--- src/rtl/core/ssc_pkg.sv ---
// ----------------------------------------------------------------------------
// ssc_pkg: shared definitions for the segment stabbing counter
// Sizes, operation codes, controller states and the command and status
// groups passed between the controller and the datapath.
// ----------------------------------------------------------------------------
package ssc_pkg;

    // Store depth and coordinate width.
    localparam int MAX_SEGMENTS  = 1024;
    localparam int COORD_WIDTH   = 32;

    // Fixed port field widths.
    localparam int FIELD_W       = 32;
    localparam int OP_W          = 2;
    localparam int COUNT_FIELD_W = 11;

    // Derived widths: store index and segment count (count can reach the depth).
    localparam int IDX_W = (MAX_SEGMENTS > 1) ? $clog2(MAX_SEGMENTS) : 1;
    localparam int CNT_W = $clog2(MAX_SEGMENTS + 1);

    // Operation codes.
    localparam logic [OP_W-1:0] OP_LOAD  = 2'd0;
    localparam logic [OP_W-1:0] OP_QUERY = 2'd1;
    localparam logic [OP_W-1:0] OP_CLEAR = 2'd2;

    // Controller states.
    typedef enum logic [2:0] {
        S_IDLE,
        S_EXEC,
        S_SCAN,
        S_DRAIN,
        S_DONE
    } t_state;

    // Commands from the controller to the datapath.
    typedef struct packed {
        logic accept;
        logic exec;
        logic scan;
    } t_cmd;

    // Status from the datapath to the controller.
    typedef struct packed {
        logic op_query;
        logic store_empty;
        logic scan_last;
    } t_status;

    // Turns a two's complement coordinate into an offset-binary key, so that
    // an unsigned compare gives the signed order.
    function automatic logic [COORD_WIDTH-1:0] coord_key(input logic [FIELD_W-1:0] raw);
        logic [COORD_WIDTH-1:0] sign_bit;
        sign_bit = {1'b1, {(COORD_WIDTH-1){1'b0}}};
        return raw[COORD_WIDTH-1:0] ^ sign_bit;
    endfunction

endpackage

--- src/rtl/core/ssc_ctrl.sv ---
// ----------------------------------------------------------------------------
// ssc_ctrl: sequencing controller
// Steps each item through execute and, for a query on a non-empty store, scan
// and drain, and raises the result strobe for one cycle at the end.
// ----------------------------------------------------------------------------
module ssc_ctrl (
    input  logic             i_clk,
    input  logic             i_rst_n,
    input  logic             i_start,
    input  ssc_pkg::t_status i_status,
    output ssc_pkg::t_cmd    o_cmd,
    output logic             o_busy,
    output logic             o_strobe
);
    import ssc_pkg::*;

    t_state r_state;
    t_state n_state;

    // State register.
    always_ff @(posedge i_clk) begin
        if (!i_rst_n) begin
            r_state <= S_IDLE;
        end else begin
            r_state <= n_state;
        end
    end

    // Next state.
    always_comb begin
        n_state = r_state;
        case (r_state)
            S_IDLE: begin
                if (i_start) begin
                    n_state = S_EXEC;
                end
            end
            S_EXEC: begin
                if (i_status.op_query && !i_status.store_empty) begin
                    n_state = S_SCAN;
                end else begin
                    n_state = S_DONE;
                end
            end
            S_SCAN: begin
                if (i_status.scan_last) begin
                    n_state = S_DRAIN;
                end
            end
            S_DRAIN: begin
                n_state = S_DONE;
            end
            S_DONE: begin
                n_state = S_IDLE;
            end
            default: begin
                n_state = S_IDLE;
            end
        endcase
    end

    // Outputs decoded from the state.
    always_comb begin
        o_cmd.accept = 1'b0;
        o_cmd.exec   = 1'b0;
        o_cmd.scan   = 1'b0;
        o_busy       = 1'b1;
        o_strobe     = 1'b0;
        case (r_state)
            S_IDLE: begin
                o_busy       = 1'b0;
                o_cmd.accept = i_start;
            end
            S_EXEC: begin
                o_cmd.exec = 1'b1;
            end
            S_SCAN: begin
                o_cmd.scan = 1'b1;
            end
            S_DRAIN: begin
                o_busy = 1'b1;
            end
            S_DONE: begin
                o_strobe = 1'b1;
            end
            default: begin
                o_busy = 1'b1;
            end
        endcase
    end

endmodule

--- config.mk ---
export PLATFORM = sky130hd
export DESIGN_NAME = ssc_ctrl
export DESIGN_NICKNAME = d
export VERILOG_FILES = /design/src/rtl/core/ssc_pkg.sv /design/src/rtl/core/ssc_ctrl.sv
export SDC_FILE = /design/constraint.sdc
export NUM_CORES = 1
export LEC_CHECK = 0
export ABC_AREA = 1
export BUFFER_PORTS_ARGS = -buffer_cell sky130_fd_sc_hd__clkbuf_2
export CAP_MARGIN = 30
export CORE_AREA = 2 2 39 41
export CTS_BUF_LIST = sky130_fd_sc_hd__clkbuf_2
export DETAILED_ROUTE_END_ITERATION = 8
export DIE_AREA = 0 0 41 43
export SKIP_LAST_GASP = 1
export SYNTH_ARGS = -nofsm -noshare
export SYNTH_HDL_FRONTEND = slang
export SYNTH_SLANG_ARGS = --single-unit
--- constraint.sdc ---
create_clock -name i_clk -period 1 [get_ports i_clk]
set_input_delay 0.2 -clock i_clk [delete_from_list [all_inputs] [get_ports i_clk]]
set_output_delay 0.2 -clock i_clk [all_outputs]
set_load 0.03 [all_outputs]
# Word level (Yosys, flattened, before mapping)
# Index checks and enable logic that the tools add are counted.
[totals]
register_bits = 3
in_bits = 6
elab_cells = 20
[op_classes]
n_eq_ne = 6
mux = 9
reduce_logical = 4
[op_table]
columns = ["cell", "count"]
rows = [
  ["one-hot mux 3 bit (4 select lines)", 1],
  ["two-way mux 3 bit", 3],
  ["== test 3 x 2 -> 1 bit (second input constant)", 2],
  ["two-way mux 1 bit", 5],
  ["!= test 2 bit (second input constant)", 2],
  ["== test 3 x 1 -> 1 bit (second input constant)", 1],
  ["== test 3 bit (second input constant)", 1],
  ["zero test 3 bit", 1],
  ["AND reduction 2 bit", 1],
  ["logical AND 1 bit", 1],
  ["zero test 1 bit", 1],
]

# Logic depth before layout (Yosys ltp)
[depth]
depth_word = 4
mapped_depth = 5
ltp_nobuf = 5

# Worst setup path after synthesis
# No wires, ideal clock.
[synth_path]
kind = "register to output"
from = "register r_state[2]"
to = "output port o_cmd[2] (netlist name)"
t_arrival_ns = 1.191
slack_ns = -0.391
stages_incl_launch_ff = 4
cell_sequence = "dfxtp_1 -> nor2_2 -> nand2_1 -> nor2_1"
[synth_rtl]
columns = ["item", "line_no", "source"]
rows = [
  ["start, declared", "ssc_ctrl.sv:17", "t_state r_state;"],
  ["start signal, assigned", "ssc_ctrl.sv:25", "r_state <= n_state;"],
  ["end, declared", "ssc_ctrl.sv:11", "output ssc_pkg::t_cmd o_cmd,"],
]

==> results.json <==
{
  "post_cts_buffers": 0,
  "layout_common_cells": "clkbuf_2 (9), buf_4 (6), inv_1 (4), nand2_1 (4), nor2_1 (4)",
  "maxSlewHeadroom_pct": 89.0,
  "worstPathRequired_ns": 0.80,
  "largest_register": "r_state",
  "rows": 14,
  "nets": 55,
  "dr.pass1.iters": 1,
  "critPathKind": "register to output pin",
  "setup_violations": 5,
  "diodes": 0,
  "fin_crit_ns": 1.18,
  "clock_latency_ns": 0.21,
  "finalHoldViolations": 0,
  "wl_um": 453,
  "grt_pass1_wl_um": 752,
  "ir_worst_vdd_mv": 0.246,
  "cellPowerDensity_mw_per_mm2": 1420,
  "grt_setup_unrepaired": "true",
  "dp_cells": 60,
  "ioPinCount": 11,
  "die_h_um": 43,
  "cts_tree": "done",
  "r2r_end": "r_state[0]",
  "syn_nets": 33,
  "hp-class": "input port to register",
  "max_freq_ghz": 0.849,
  "final_cells": 64,
  "synth_area_um2": 161,
  "p_leak_nw": 0.197,
  "synth_top_area_cell": "dfxtp_1",
  "finalPower_mw": 0.532,
  "critPathTopFamily": "flip-flops",
  "dieWidth_um": 41,
  "violations": "negative setup slack",
  "gp_congestion": 0.634,
  "synthTopCellsByArea": "dfxtp_1 (37%), inv_1 (14%), nor2_1 (14%), nand2_1 (12%), nand3_1 (6.2%)",
  "syn_to_final_growth_pct": 132,
  "crit_path_start_kind": "register",
  "grt_pass1_vias": 213,
  "ys_seq_area_share_pct": 37.2,
  "place_ws_ns": -0.0716,
  "grt_max_degree": 5,
  "gr-max-usage-layer": "met2",
  "start_util_pct": 11.7,
  "clkTransAtPathRegs_ns": 0.04,
  "critPathArrivalTime_ns": 0.98,
  "crit_slowest_cell": "dfxtp_2",
  "largest_reg_flops": 3,
  "yosysWarnings": 0,
  "crit_path_end": "o_cmd[1]",
  "ys_types": 10,
  "min-delay-start": "i_rst_n",
  "via_count": 229,
  "grtUsageMet2_pct": 10.6,
  "path_buf_inv": 2,
  "fin_ws_ns": -0.178,
  "grt_overflow": 0,
  "postRouteAntennaNets": 0,
  "syn_avg_cell_area_um2": 5.98,
  "reg2reg_slack_ns": 0.06,
  "synth_seq_cells": 3,
  "cp-end-kind": "output pin",
  "core_mm2": 0.00138,
  "cts_made_buffers": 3,
  "htreeDepth": 1,
  "cts.sinks": 3,
  "grt_use_met1_pct": 5.75,
  "status": "finished, violations left",
  "vias_per_cell": 3.58,
  "r2r_cells": 5,
  "worst_pin_slew_ns": 0.165,
  "drc": 0,
  "die_area_mm2": 0.00176,
  "io_buffers": 10,
  "drtIter0Drc": 0,
  "ctsHoldBuffers": 0,
  "cts_max_path_buffers": 2,
  "dp_hpwl_um": 354,
  "slew_violations": 0,
  "syn_inst": 27,
  "antenna_found_initial": 0,
  "path_cells": "inv_1, nor3_2, clkbuf_8",
  "path_depth": 3,
  "skew_ns": 0.0000347,
  "cp_max_fo": 3,
  "slowest_delay_ns": 0.35,
  "crit_path_start": "r_state[0]",
  "wl_per_cell_um": 7.08,
  "grt_util_met3_pct": 3.14,
  "drive_gt1_share_pct": 66.7,
  "maxCapViolations": 0,
  "grt_use_total_pct": 7.31,
  "top_regs": "r_state (3)",
  "reg2reg_from": "r_state[2]",
  "cts_root_buffer": "clkbuf_2",
  "synth_top_area_share_pct": 37.2,
  "finalCritPeriodShare_pct": 118,
  "final_common_cell": "clkbuf_2"
}
[cells in the mapped netlist]
cell and n:
nand2_2 1, nand2_1 5, a21oi_1 1, inv_1 6, dfxtp_1 3, nand3_1 2
nor2_2 1, nor2_1 6, o21ai_1 1, nor3_1 1
[tightest hold or removal path, cell delays in order]
cell and delay, ns:
clkbuf_2 0.09, nand2_1 0.06, nor2_1 0.04
[cell families (layout without fill, tap and decap cells)]
logic type / after synthesis / count (layout) / share of synthesized area (%)
buf+inv: 6 / 27 / 14.0
compound gates: 2 / 2 / 6.20
flops: 3 / 3 / 37.2
simple gates: 16 / 16 / 42.6
[repair_timing]
| action | in CTS | in global routing |
|---|---|---|
| resized for setup | 16 | 3 |
| endpoints found under the setup margin | 5 | 5 |
| pin swaps | 2 | 2 |
[area by class of cell]
type	instances	area, µm²
fillers	157	1010
repair buffers	17	146
multi-input cells	18	101
flip-flops and latches	3	63.8
inverters	6	22.5
clock buffers	4	20.0
well taps	16	20.0
[how the worst min path moves through the flow]
stage | to | cells past startpoint
2_1_floorplan | r_state[0] | 2
3_3_place_gp | r_state[0] | 3
3_5_place_dp | r_state[1] | 3
4_1_cts | r_state[0] | 3
5_1_grt | r_state[0] | 3
6_report | r_state[0] | 3
[metrics by stage]
stage | utilization, % | TNS [ns] | hold slack [ns] | cell area [µm²]
after floorplan | - | -0.227 | 0.326 | 176
after global placement | 21.6 | -0.0590 | 0.445 | 299
after detailed placement | 21.6 | -0.0935 | 0.449 | 299
after CTS | 26.9 | -0.917 | 0.210 | 372
after global routing | 27.0 | -1.16 | 0.216 | 374
final | 27.0 | -0.778 | 0.220 | 374
[layer usage]
metal,routed length [µm],vias up
met1,165,97
met4,15,0
met3,22,2
li1,-,122
met2,250,8
met5,0,-
[where the power goes]
group,internal (mW),switching (mW)
Combinational,0.105,0.111
Clock,0.105,0.0668
Sequential,0.132,0.0109
(Power assumes the default switching activity.)
